`src/rtl/tdf_pkg.sv`:
```
package tdf_pkg;

  localparam int QUEUE_DEPTH_DEF = 4;

  localparam int KEEP_BYTES = 32;
  localparam int ADDR_W     = $clog2(KEEP_BYTES);
  localparam int POS_W      = ADDR_W + 1;
  localparam int LEN_W      = 10;

  localparam logic [7:0] CH_DOLLAR = 8'h24;
  localparam logic [7:0] CH_AT     = 8'h40;
  localparam logic [7:0] CH_ZERO   = 8'h30;
  localparam logic [7:0] CH_NINE   = 8'h39;

  localparam logic [LEN_W-1:0] LEN_BIAS = LEN_W'(7);

  localparam int OFS_LAT    = 6;
  localparam int OFS_LON    = 10;
  localparam int OFS_HEIGHT = 14;
  localparam int OFS_VEL_N  = 17;
  localparam int OFS_VEL_E  = 19;
  localparam int OFS_VEL_D  = 21;
  localparam int OFS_SATS   = 23;
  localparam int OFS_FIX    = 24;
  localparam int OFS_RSSI   = 25;

  typedef logic [KEEP_BYTES-1:0][7:0] payload_t;

  typedef struct packed {
    logic              clear;
    logic              wr_en;
    logic              emit;
    logic [ADDR_W-1:0] addr;
    logic [7:0]        data;
  } cmd_t;

endpackage

```
`src/rtl/tdf_front.sv`:
```
module tdf_front import tdf_pkg::*; (
  input  logic       clk,
  input  logic       rst,
  input  logic       in_valid,
  output logic       in_stall,
  input  logic [7:0] rx_byte,
  input  logic       chunk_end,
  output cmd_t       cmd,
  output logic       cmd_push,
  input  logic       cmd_ready
);

  localparam logic [2:0] PH_HUNT = 3'd0;
  localparam logic [2:0] PH_AT   = 3'd1;
  localparam logic [2:0] PH_LEN0 = 3'd2;
  localparam logic [2:0] PH_LEN1 = 3'd3;
  localparam logic [2:0] PH_LEN2 = 3'd4;
  localparam logic [2:0] PH_BODY = 3'd5;

  logic [2:0]       phase, phase_next;
  logic [LEN_W-1:0] length_accum, length_accum_next;
  logic             len_invalid, len_invalid_next;
  logic [LEN_W-1:0] bytes_left, bytes_left_next;
  logic [POS_W-1:0] payload_pos, payload_pos_next;

  logic             accept;
  logic             want_push;
  logic             is_digit;
  logic [LEN_W-1:0] accum_step;
  logic [LEN_W-1:0] acc_new;
  logic             inv_new;
  logic [LEN_W-1:0] left_dec;

  assign accept   = in_valid && cmd_ready;
  assign in_stall = !cmd_ready;
  assign cmd_push = accept && want_push;

  assign is_digit   = (rx_byte >= CH_ZERO) && (rx_byte <= CH_NINE);
  assign accum_step = (length_accum << 3) + (length_accum << 1)
                    + {{(LEN_W-4){1'b0}}, rx_byte[3:0]};
  assign acc_new    = is_digit ? accum_step : length_accum;
  assign inv_new    = len_invalid || !is_digit;
  assign left_dec   = (bytes_left != '0) ? bytes_left - LEN_W'(1) : bytes_left;

  always_comb begin
    phase_next        = phase;
    length_accum_next = length_accum;
    len_invalid_next  = len_invalid;
    bytes_left_next   = bytes_left;
    payload_pos_next  = payload_pos;
    want_push         = 1'b0;
    cmd               = '0;
    cmd.data          = rx_byte;
    cmd.addr          = payload_pos[ADDR_W-1:0];
    unique case (phase)
      PH_HUNT: begin
        if (rx_byte == CH_DOLLAR) begin
          phase_next = PH_AT;
        end
      end
      PH_AT: begin
        if (rx_byte == CH_AT) begin
          want_push         = 1'b1;
          cmd.clear         = 1'b1;
          length_accum_next = '0;
          len_invalid_next  = 1'b0;
          phase_next        = PH_LEN0;
        end else if (rx_byte != CH_DOLLAR) begin
          phase_next = PH_HUNT;
        end
      end
      PH_LEN0, PH_LEN1: begin
        length_accum_next = acc_new;
        len_invalid_next  = inv_new;
        phase_next        = phase + 3'd1;
      end
      PH_LEN2: begin
        length_accum_next = acc_new;
        len_invalid_next  = inv_new;
        bytes_left_next   = (inv_new ? '0 : acc_new) + LEN_BIAS;
        payload_pos_next  = '0;
        phase_next        = PH_BODY;
        // chunk ends right at the header: empty frame goes out
        if (chunk_end) begin
          want_push = 1'b1;
          cmd.emit  = 1'b1;
        end
      end
      PH_BODY: begin
        want_push       = 1'b1;
        cmd.wr_en       = payload_pos < POS_W'(KEEP_BYTES);
        cmd.emit        = (left_dec == '0) || chunk_end;
        bytes_left_next = left_dec;
        if (payload_pos < POS_W'(KEEP_BYTES)) begin
          payload_pos_next = payload_pos + POS_W'(1);
        end
        if (left_dec == '0) begin
          phase_next = PH_HUNT;
        end
      end
      default: begin
        phase_next = PH_HUNT;
      end
    endcase
    if (chunk_end) begin
      phase_next = PH_HUNT;
    end
  end

  always_ff @(posedge clk) begin
    if (rst) begin
      phase        <= PH_HUNT;
      length_accum <= '0;
      len_invalid  <= 1'b0;
      bytes_left   <= '0;
      payload_pos  <= '0;
    end else if (accept) begin
      phase        <= phase_next;
      length_accum <= length_accum_next;
      len_invalid  <= len_invalid_next;
      bytes_left   <= bytes_left_next;
      payload_pos  <= payload_pos_next;
    end
  end

  a_body_has_bytes: assert property (@(posedge clk) disable iff (rst)
    phase == PH_BODY |-> bytes_left != '0)
    else $error("body phase with no bytes left");

  a_chunk_end_hunts: assert property (@(posedge clk) disable iff (rst)
    accept && chunk_end |=> phase == PH_HUNT)
    else $error("chunk end did not return to hunting");

  a_emit_only_in_body: assert property (@(posedge clk) disable iff (rst)
    cmd_push && cmd.emit |-> (phase == PH_BODY || phase == PH_LEN2) && !cmd.clear)
    else $error("emit word outside payload");

endmodule

```
`src/rtl/tdf_queue.sv`:
```
module tdf_queue import tdf_pkg::*; #(
  parameter int DEPTH = QUEUE_DEPTH_DEF
) (
  input  logic clk,
  input  logic rst,
  input  cmd_t push_cmd,
  input  logic push,
  output logic push_ready,
  output cmd_t pop_cmd,
  output logic pop_valid,
  input  logic pop
);

  localparam int PTR_W = (DEPTH > 1) ? $clog2(DEPTH) : 1;
  localparam int CNT_W = $clog2(DEPTH + 1);

  cmd_t             entries [DEPTH];
  logic [PTR_W-1:0] wr_ptr, rd_ptr;
  logic [CNT_W-1:0] count;
  logic             do_push, do_pop;

  assign push_ready = count != CNT_W'(DEPTH);
  assign pop_valid  = count != '0;
  assign pop_cmd    = entries[rd_ptr];
  assign do_push    = push && push_ready;
  assign do_pop     = pop && pop_valid;

  always_ff @(posedge clk) begin
    if (do_push) begin
      entries[wr_ptr] <= push_cmd;
    end
  end

  always_ff @(posedge clk) begin
    if (rst) begin
      wr_ptr <= '0;
      rd_ptr <= '0;
      count  <= '0;
    end else begin
      if (do_push) begin
        wr_ptr <= (wr_ptr == PTR_W'(DEPTH - 1)) ? '0 : wr_ptr + PTR_W'(1);
      end
      if (do_pop) begin
        rd_ptr <= (rd_ptr == PTR_W'(DEPTH - 1)) ? '0 : rd_ptr + PTR_W'(1);
      end
      if (do_push && !do_pop) begin
        count <= count + CNT_W'(1);
      end else if (do_pop && !do_push) begin
        count <= count - CNT_W'(1);
      end
    end
  end

  a_count_bound: assert property (@(posedge clk) disable iff (rst)
    count <= CNT_W'(DEPTH))
    else $error("queue count overflow");

  a_count_up: assert property (@(posedge clk) disable iff (rst)
    do_push && !do_pop |=> count == $past(count) + CNT_W'(1))
    else $error("queue count not tracking push");

  a_count_down: assert property (@(posedge clk) disable iff (rst)
    do_pop && !do_push |=> count == $past(count) - CNT_W'(1))
    else $error("queue count not tracking pop");

endmodule

```
`src/rtl/tdf_back.sv`:
```
module tdf_back import tdf_pkg::*; (
  input  logic               clk,
  input  logic               rst,
  input  cmd_t               cmd,
  input  logic               cmd_valid,
  output logic               cmd_pop,
  output logic               out_valid,
  input  logic               out_stall,
  output logic [47:0]        date_time,
  output logic signed [31:0] latitude,
  output logic signed [31:0] longitude,
  output logic [23:0]        height_tenths,
  output logic signed [15:0] north_speed,
  output logic signed [15:0] east_speed,
  output logic signed [15:0] down_speed,
  output logic [7:0]         sat_count,
  output logic [7:0]         fix_byte,
  output logic               position_fresh,
  output logic [55:0]        rssi_text
);

  payload_t    payload;
  payload_t    view;
  logic [31:0] held_lat;
  logic [31:0] held_lon;
  logic [23:0] held_height;
  logic [47:0] held_vel;

  logic        slot_free;
  logic        do_emit;
  logic        fresh;
  logic [31:0] lat_sel, lon_sel;
  logic [23:0] height_sel;
  logic [47:0] vel_sel;

  assign slot_free = !out_valid || !out_stall;
  assign cmd_pop   = cmd_valid && (!cmd.emit || slot_free);
  assign do_emit   = cmd_pop && cmd.emit;

  always_comb begin
    view = payload;
    if (cmd.wr_en) begin
      view[cmd.addr] = cmd.data;
    end
  end

  assign fresh = (view[OFS_SATS] != 8'd0) && (view[OFS_FIX] != 8'd0);

  assign lat_sel    = fresh ? {view[OFS_LAT+3], view[OFS_LAT+2],
                               view[OFS_LAT+1], view[OFS_LAT]} : held_lat;
  assign lon_sel    = fresh ? {view[OFS_LON+3], view[OFS_LON+2],
                               view[OFS_LON+1], view[OFS_LON]} : held_lon;
  assign height_sel = fresh ? {view[OFS_HEIGHT+2], view[OFS_HEIGHT+1],
                               view[OFS_HEIGHT]} : held_height;
  assign vel_sel    = fresh ? {view[OFS_VEL_N+1], view[OFS_VEL_N],
                               view[OFS_VEL_E+1], view[OFS_VEL_E],
                               view[OFS_VEL_D+1], view[OFS_VEL_D]} : held_vel;

  always_ff @(posedge clk) begin
    if (rst) begin
      payload     <= '0;
      held_lat    <= '0;
      held_lon    <= '0;
      held_height <= '0;
      held_vel    <= '0;
    end else if (cmd_pop) begin
      if (cmd.clear) begin
        payload <= '0;
      end else begin
        payload <= view;
      end
      if (do_emit) begin
        held_lat    <= lat_sel;
        held_lon    <= lon_sel;
        held_height <= height_sel;
        held_vel    <= vel_sel;
      end
    end
  end

  always_ff @(posedge clk) begin
    if (rst) begin
      out_valid <= 1'b0;
    end else if (do_emit) begin
      out_valid <= 1'b1;
    end else if (!out_stall) begin
      out_valid <= 1'b0;
    end
  end

  always_ff @(posedge clk) begin
    if (do_emit) begin
      date_time      <= {view[0], view[1], view[2], view[3], view[4], view[5]};
      latitude       <= $signed(lat_sel);
      longitude      <= $signed(lon_sel);
      height_tenths  <= height_sel;
      north_speed    <= $signed(vel_sel[47:32]);
      east_speed     <= $signed(vel_sel[31:16]);
      down_speed     <= $signed(vel_sel[15:0]);
      sat_count      <= view[OFS_SATS];
      fix_byte       <= view[OFS_FIX];
      position_fresh <= fresh;
      rssi_text      <= {view[OFS_RSSI], view[OFS_RSSI+1], view[OFS_RSSI+2],
                         view[OFS_RSSI+3], view[OFS_RSSI+4], view[OFS_RSSI+5],
                         view[OFS_RSSI+6]};
    end
  end

  a_fresh_needs_fix: assert property (@(posedge clk) disable iff (rst)
    out_valid && position_fresh |-> sat_count != 8'd0 && fix_byte != 8'd0)
    else $error("fresh position without fix");

  a_stale_is_held: assert property (@(posedge clk) disable iff (rst)
    out_valid && !position_fresh |->
      $unsigned(latitude) == held_lat && height_tenths == held_height)
    else $error("stale position differs from held value");

  a_clear_zeroes: assert property (@(posedge clk) disable iff (rst)
    cmd_pop && cmd.clear |=> payload == '0)
    else $error("payload not cleared at frame start");

endmodule

```
`src/rtl/telemetry_frame_deframer.sv`:
```
// Channel | Handshake           | Word
// --------+---------------------+-------------------------------------------
// input   | in_valid / in_stall | rx_byte, chunk_end
// output  | out_valid/out_stall | date_time, latitude, longitude,
//         |                     | height_tenths, north/east/down_speed,
//         |                     | sat_count, fix_byte, position_fresh, rssi_text
//
// One input word per cycle; the framer takes a word whenever the command
// queue has room. The last payload byte of a frame is written into the command
// queue and then assembled into the output register, which takes the frame word
// once it is not held by out_stall.
// Reset clears framer state, queue, payload store and held position.
// in_stall rises only when the command queue is full; that happens when the
// output register is held by out_stall while further payload bytes arrive.
module telemetry_frame_deframer import tdf_pkg::*; #(
  parameter int QUEUE_DEPTH = QUEUE_DEPTH_DEF
) (
  input  logic               clk,
  input  logic               rst,
  input  logic               in_valid,
  output logic               in_stall,
  input  logic [7:0]         rx_byte,
  input  logic               chunk_end,
  output logic               out_valid,
  input  logic               out_stall,
  output logic [47:0]        date_time,
  output logic signed [31:0] latitude,
  output logic signed [31:0] longitude,
  output logic [23:0]        height_tenths,
  output logic signed [15:0] north_speed,
  output logic signed [15:0] east_speed,
  output logic signed [15:0] down_speed,
  output logic [7:0]         sat_count,
  output logic [7:0]         fix_byte,
  output logic               position_fresh,
  output logic [55:0]        rssi_text
);

  cmd_t front_cmd;
  logic front_push;
  logic queue_ready;
  cmd_t back_cmd;
  logic back_valid;
  logic back_pop;

  tdf_front u_front (
    .clk       (clk),
    .rst       (rst),
    .in_valid  (in_valid),
    .in_stall  (in_stall),
    .rx_byte   (rx_byte),
    .chunk_end (chunk_end),
    .cmd       (front_cmd),
    .cmd_push  (front_push),
    .cmd_ready (queue_ready)
  );

  tdf_queue #(
    .DEPTH (QUEUE_DEPTH)
  ) u_queue (
    .clk        (clk),
    .rst        (rst),
    .push_cmd   (front_cmd),
    .push       (front_push),
    .push_ready (queue_ready),
    .pop_cmd    (back_cmd),
    .pop_valid  (back_valid),
    .pop        (back_pop)
  );

  tdf_back u_back (
    .clk            (clk),
    .rst            (rst),
    .cmd            (back_cmd),
    .cmd_valid      (back_valid),
    .cmd_pop        (back_pop),
    .out_valid      (out_valid),
    .out_stall      (out_stall),
    .date_time      (date_time),
    .latitude       (latitude),
    .longitude      (longitude),
    .height_tenths  (height_tenths),
    .north_speed    (north_speed),
    .east_speed     (east_speed),
    .down_speed     (down_speed),
    .sat_count      (sat_count),
    .fix_byte       (fix_byte),
    .position_fresh (position_fresh),
    .rssi_text      (rssi_text)
  );

endmodule
```
`config.mk`:
```
export PLATFORM = sky130hd
export DESIGN_NAME = telemetry_frame_deframer
export DESIGN_NICKNAME = d
export VERILOG_FILES = /design/src/rtl/tdf_pkg.sv /design/src/rtl/tdf_front.sv /design/src/rtl/tdf_queue.sv /design/src/rtl/tdf_back.sv /design/src/rtl/telemetry_frame_deframer.sv
export SDC_FILE = /design/constraint.sdc
export NUM_CORES = 1
export LEC_CHECK = 0
export BUFFER_PORTS_ARGS = -buffer_cell sky130_fd_sc_hd__clkbuf_2
export CAP_MARGIN = 10
export CORE_UTILIZATION = 54
export CTS_CLUSTER_SIZE = 20
export DETAILED_ROUTE_END_ITERATION = 7
export GPL_ROUTABILITY_DRIVEN = 0
export GPL_TIMING_DRIVEN = 1
export PLACE_DENSITY = 0.74
export SLEW_MARGIN = 25
export SYNTH_ARGS = -nofsm -noshare
export SYNTH_HDL_FRONTEND = slang
export SYNTH_SLANG_ARGS = --single-unit
```
`constraint.sdc`:
```
create_clock -name clk -period 6.8 [get_ports clk]
set_input_delay 1.02 -clock clk [delete_from_list [all_inputs] [get_ports clk]]
set_output_delay 1.02 -clock clk [all_outputs]
set_load 0.02 [all_outputs]
```
# Word level (Yosys, flattened, before mapping)
# Memories as Yosys holds them, arrays and structs flattened. A register that Yosys moved wholly into a read port is not among the register bits.
# Cells that the tools add are included.
[op_classes]
n_addsub = 10
magnitude_cmp = 5
eq_ne = 17
mux = 41
reduce_logical = 38
[ops]
columns = ["operator", "n"]
rows = [
  ["$mux 256", 2],
  ["$bwmux 256", 1],
  ["$mux 32", 2],
  ["$mux 48", 1],
  ["$demux 8 s5", 1],
  ["$mux 10", 4],
  ["$pmux 10 s2", 2],
  ["$mux 24", 1],
  ["$mux 3", 7],
  ["$reduce_bool 8->1", 2],
  ["$pmux 3 s5", 1],
  ["$pmux 6 s2", 1],
  ["$logic_and 1x1->1", 11],
  ["$add 10x10->10", 1],
  ["$add 10x3->10 const B", 1],
  ["$add 10x4->10", 1],
  ["$logic_not 10->1", 1],
  ["$reduce_bool 10->1", 1],
  ["$sub 10x1->10 const B", 1],
  ["$mux 1", 9],
  ["$eq 8x6->1 const B", 1],
  ["$eq 8x7->1 const B", 1],
  ["$ge 8x6->1 const B", 1],
  ["$le 8x6->1 const B", 1],
  ["31 further kinds", 56],
]
[totals]
register_bits = 687
ramBits = 64
out_inout_bits = 259
elab_cells = 168
memories = 1
[memory_table]
columns = ["memory", "words", "word_bits", "read_ports", "rd_ports_with_merged_regs", "wr", "line_no", "rtl"]
rows = [
  ["u_queue.entries", 4, 16, 1, 1, 1, "tdf_queue.sv:17", "cmd_t entries [DEPTH];"],
]

# Longest topological paths before layout
[depth]
word_depth = 9
depth_mapped = 13

# Modules after synthesis
# A second synthesis with hierarchy kept.
[hier_totals]
cells_unflattened = 3393
area_unflattened_um2 = 34753.3
[by_module_without_submodules]
columns = ["module", "instances", "cells_per_inst", "area_each_um2", "seq_area_each_um2"]
rows = [
  ["tdf_back", 1, 2934, 29320.6, 15584.9],
  ["tdf_queue", 1, 132, 2787.7, 2102.0],
  ["tdf_front", 1, 327, 2645.0, 580.6],
]

# Least setup slack after synthesis
# No wires, ideal clock.
[synth_path]
kind = "register -> register"
start = "register (tool-made name)"
end = "register u_back.date_time[0], enable pin"
setup_time_ns = 0.607
arrival_ns = 6.700
t_required_ns = 6.193
slack_ns = -0.507
path_stages_with_launch = 7
path_buffers = 2
path_cell_list = "dfxtp_1 clkbuf_1 buf_1 mux4_2 a31oi_2 nand2_1 inv_1"
[synth_rtl]
columns = ["item", "line_no", "rtl"]
rows = [
  ["end signal, assigned", "tdf_back.sv:93", "date_time <= {view[0], view[1], view[2], view[3], view[4], view[5]};"],
  ["end, declared", "tdf_back.sv:9", "output logic [47:0] date_time,"],
]

==> metrics <==
crit path launch type flip-flop; Critical path destination u_back.held_vel[35]$_SDFFE_PP0P_; CTS sink cnt about 750; syn nets 2,780; CORE AREA 56,700 um^2; Synth Area in Compound Gates 0.157; Period minus WS final 4.04 ns; Avg Vias per Cell 6.10; H-tree levels 3; EDFF count, synth approximately 320; pin count of the biggest net entering global routing 209; mux contribution to synthesized area 0.100; share of cells above drive strength 1 0.228; area of the mapped netlist around 31,000 um^2; Comb power frac 0.260; Setup crit end kind flip-flop; Area growth, synth to finish 14.0%; WL final about 84 mm; Worst EP arrival 4.54 ns; R2R cell count 8; number of diodes 0; CTS tree built; Post-Synth Adder-Cell Area 0.0132; Post-Syn Instances 2,736; drt wl/cell between 20 and 25 um; register area share after synthesis 0.586; met3 wire len 6.86 mm; Die Height 242 um; DRC viols 0; Yosys cell types ~70; Pwr Density 383 nW/um^2; Int Power about 8.8 mW; DP Cell Count 3,604; first-pass GRT wire length 126 mm; final slew viol count 0; Die X 242 um; P_leak 12.6 nW; M1 wire length 34.2 mm; clock root buffer clkbuf_16; top routing layer in use met4; DRT Pass-1 Iters 6; RSZ-0062 raised after global routing false; r2r endpoint u_back.held_vel[35]$_SDFFE_PP0P_; cts hold-fix bufs 0; latest clock arrival within the worst-skew pair 0.62 ns; initial antenna violation count 0; Starting Density 0.550; Top Ports 272; final setup TNS 0 ns; Sw Share 0.351; largest family of logic cells by synthesized area compound AO/OA/AOI/OAI gates; Mapped Avg Cell Area 11.4 um^2; routed wl met2 39.8 mm; TritonCTS buffer count 76; post-route ant nets 0; fin crit share 0.595; first-iteration detailed-routing DRC count 2,465; cell row count 87; Hold Slack 0.498 ns; switching power 4.79 mW; setup slack, reg-to-reg between 2 and 3 ns; CP Class reg2reg; Seq cells post-synth 752; clock tree buffer depth 3; Hold Crit Class reg2reg; Setup violations, final 0; post-CTS sizing 0; Synth Area in Simple Gates 0.107; number of global-route vias before repair 21.8k; port bufs 271; Synth Area in XOR/XNOR 0.00393; Final Hold Viols 0; filler-free cell count of the finished design 3,742; actual slew at the worst max-slew pin 1.34 ns; Setup Buffers After CTS 0; Worst Path Required 7.30 ns; clock-pin slew of the registers on the worst-case setup and hold paths 0.06 ns; maxcap violations 0; Worst slew margin 0.106; Detailed Place HPWL slightly above 50 mm; GRT Total Usage 0.278; ys async rst share 0; critical path fanouts, max approximately 170; Vias 22.8k; Worst Clk Skew 0.0377 ns; die area between 50,000 and 60,000 um^2; clock power share 0.306; yosys warns 0; FMAX between 200 and 250 MHz; part of the power in registers 0.434; VDD IR max 0.471 mV; Main synth FF type dfxtp_1; status finished clean; fin nets 2,971; Hold Path Depth 2; total gr overflow 0
[metrics by stage]
stage	area [um^2]	power [mW]	util	worst slack, ns
2_1_floorplan	31200	8.27	-	1.04
3_3_place_gp	33000	9.43	0.581	2.55
3_5_place_dp	33100	9.51	0.583	2.63
4_1_cts	35500	13.7	0.626	2.59
5_1_grt	35600	14.0	0.627	2.49
6_report	35600	13.6	0.627	2.76
[worst max-delay path, cell delays in order, from the launching register on]
cell	delay (ns)
dfxtp_1	0.79
mux4_2	0.51
nand4b_1	0.60
nor2_8	0.39
o22ai_2	0.18
nor3b_4	0.31
buf_12	0.63
nor2_1	0.15
a211oi_2	0.24
[cell families after synthesis]
logic type      Yosys count
buf+inv                 222
simple gates            775
flops                   752
xor+xnor                 14
fa+ha+maj                31
compound gates          664
mux                     278
[state kept, by name (all words and copies together), names as in the netlist, 6 cells and up, named ones only]
name	flops
u_back.date_time	48
u_back.down_speed	16
u_back.east_speed	16
u_back.fix_byte	8
u_back.height_tenths	24
u_back.held_height	24
u_back.held_lat	32
u_back.held_lon	32
u_back.held_vel	48
u_back.latitude	32
u_back.longitude	32
u_back.north_speed	16
u_back.payload	256
u_back.rssi_text	56
u_back.sat_count	8
u_front.bytes_left	10
u_front.length_accum	9
u_front.payload_pos	6
u_queue.entries	64
[layout make-up]
type,instances,area [um^2]
timing repair buffer,308,1800
clock buffer,106,2090
clock inverter,31,364
tap,756,946
multi-input combinational,1762,12000
inverter,27,106
fill,4321,21200
sequential,752,18300
[layout by cell type (no fill, tap or decap), types with 19 or more instances in the layout]
master and instances:
nor2_1 600, dfxtp_1 431, edfxtp_1 321, clkbuf_2 270
a22oi_1 266, a21oi_1 169, mux2i_1 142, mux2_2 120
a211oi_2 82, clkbuf_16 76, a211oi_1 59, nand2_1 51
ha_1 28, buf_4 26, inv_1 25, clkbuf_1 22
o21ai_0 20, o21ai_1 19
[Yosys cell counts, types with 5 or more instances]
cell type	n	area share
ha_1	28	0.011
xnor2_1	11	0.0031
edfxtp_1	321	0.31
buf_2	48	0.0077
nor3_1	15	0.0024
nor4_1	9	0.0018
nand2b_1	7	0.0014
buf_4	6	0.0014
dfxtp_1	431	0.28
nand2_1	51	0.0061
nor3_2	17	0.0055
inv_1	26	0.0031
and2_1	8	0.0016
a211oi_2	82	0.033
nand3_1	11	0.0018
a211oi_1	59	0.014
nor2b_1	19	0.0038
buf_6	16	0.0058
mux2i_1	142	0.046
clkbuf_1	122	0.015
o21ai_1	19	0.0030
o21ai_0	20	0.0032
a31oi_1	6	0.0012
a21o_1	13	0.0031
nor2_1	601	0.072
nor2_2	11	0.0022
mux2_2	120	0.043
mux4_2	16	0.012
a21oi_1	169	0.027
a22oi_1	266	0.064
o21a_1	5	0.0012
[how the worst min path moves through the flow]
stage	startpoint	slack [ns]	end
6_report	u_back.held_lon[9]$_SDFFE_PP0P_	0.50	u_back.held_lon[9]$_SDFFE_PP0P_
3_3_place_gp	u_back.payload[79]$_SDFFE_PP0P_	0.47	u_back.payload[79]$_SDFFE_PP0P_
4_1_cts	u_back.held_lat[17]$_SDFFE_PP0P_	0.50	u_back.held_lat[17]$_SDFFE_PP0P_
2_1_floorplan	u_back.payload[79]$_SDFFE_PP0P_	0.45	u_back.payload[79]$_SDFFE_PP0P_
5_1_grt	u_back.held_lon[18]$_SDFFE_PP0P_	0.52	u_back.held_lon[18]$_SDFFE_PP0P_
3_5_place_dp	u_back.held_lon[16]$_SDFFE_PP0P_	0.49	u_back.held_lon[16]$_SDFFE_PP0P_
[power groups by stage]
stage | Clock [mW] | Combinational, mW | Sequential (mW)
5_1_grt | 4.39 | 3.67 | 5.97
4_1_cts | 4.22 | 3.51 | 5.92
3_5_place_dp | 0 | 3.51 | 6.00
3_3_place_gp | 0 | 3.43 | 6.00
2_1_floorplan | 0 | 1.18 | 7.09
6_report | 4.17 | 3.54 | 5.92
[per-layer routing]
layer  GRT usage  up-vias
met5           0        -
met4       0.110        0
met3      0.0513      179
met2       0.453     1056
met1       0.366    11212
li1            -    10395
(Power assumes the default switching activity.)
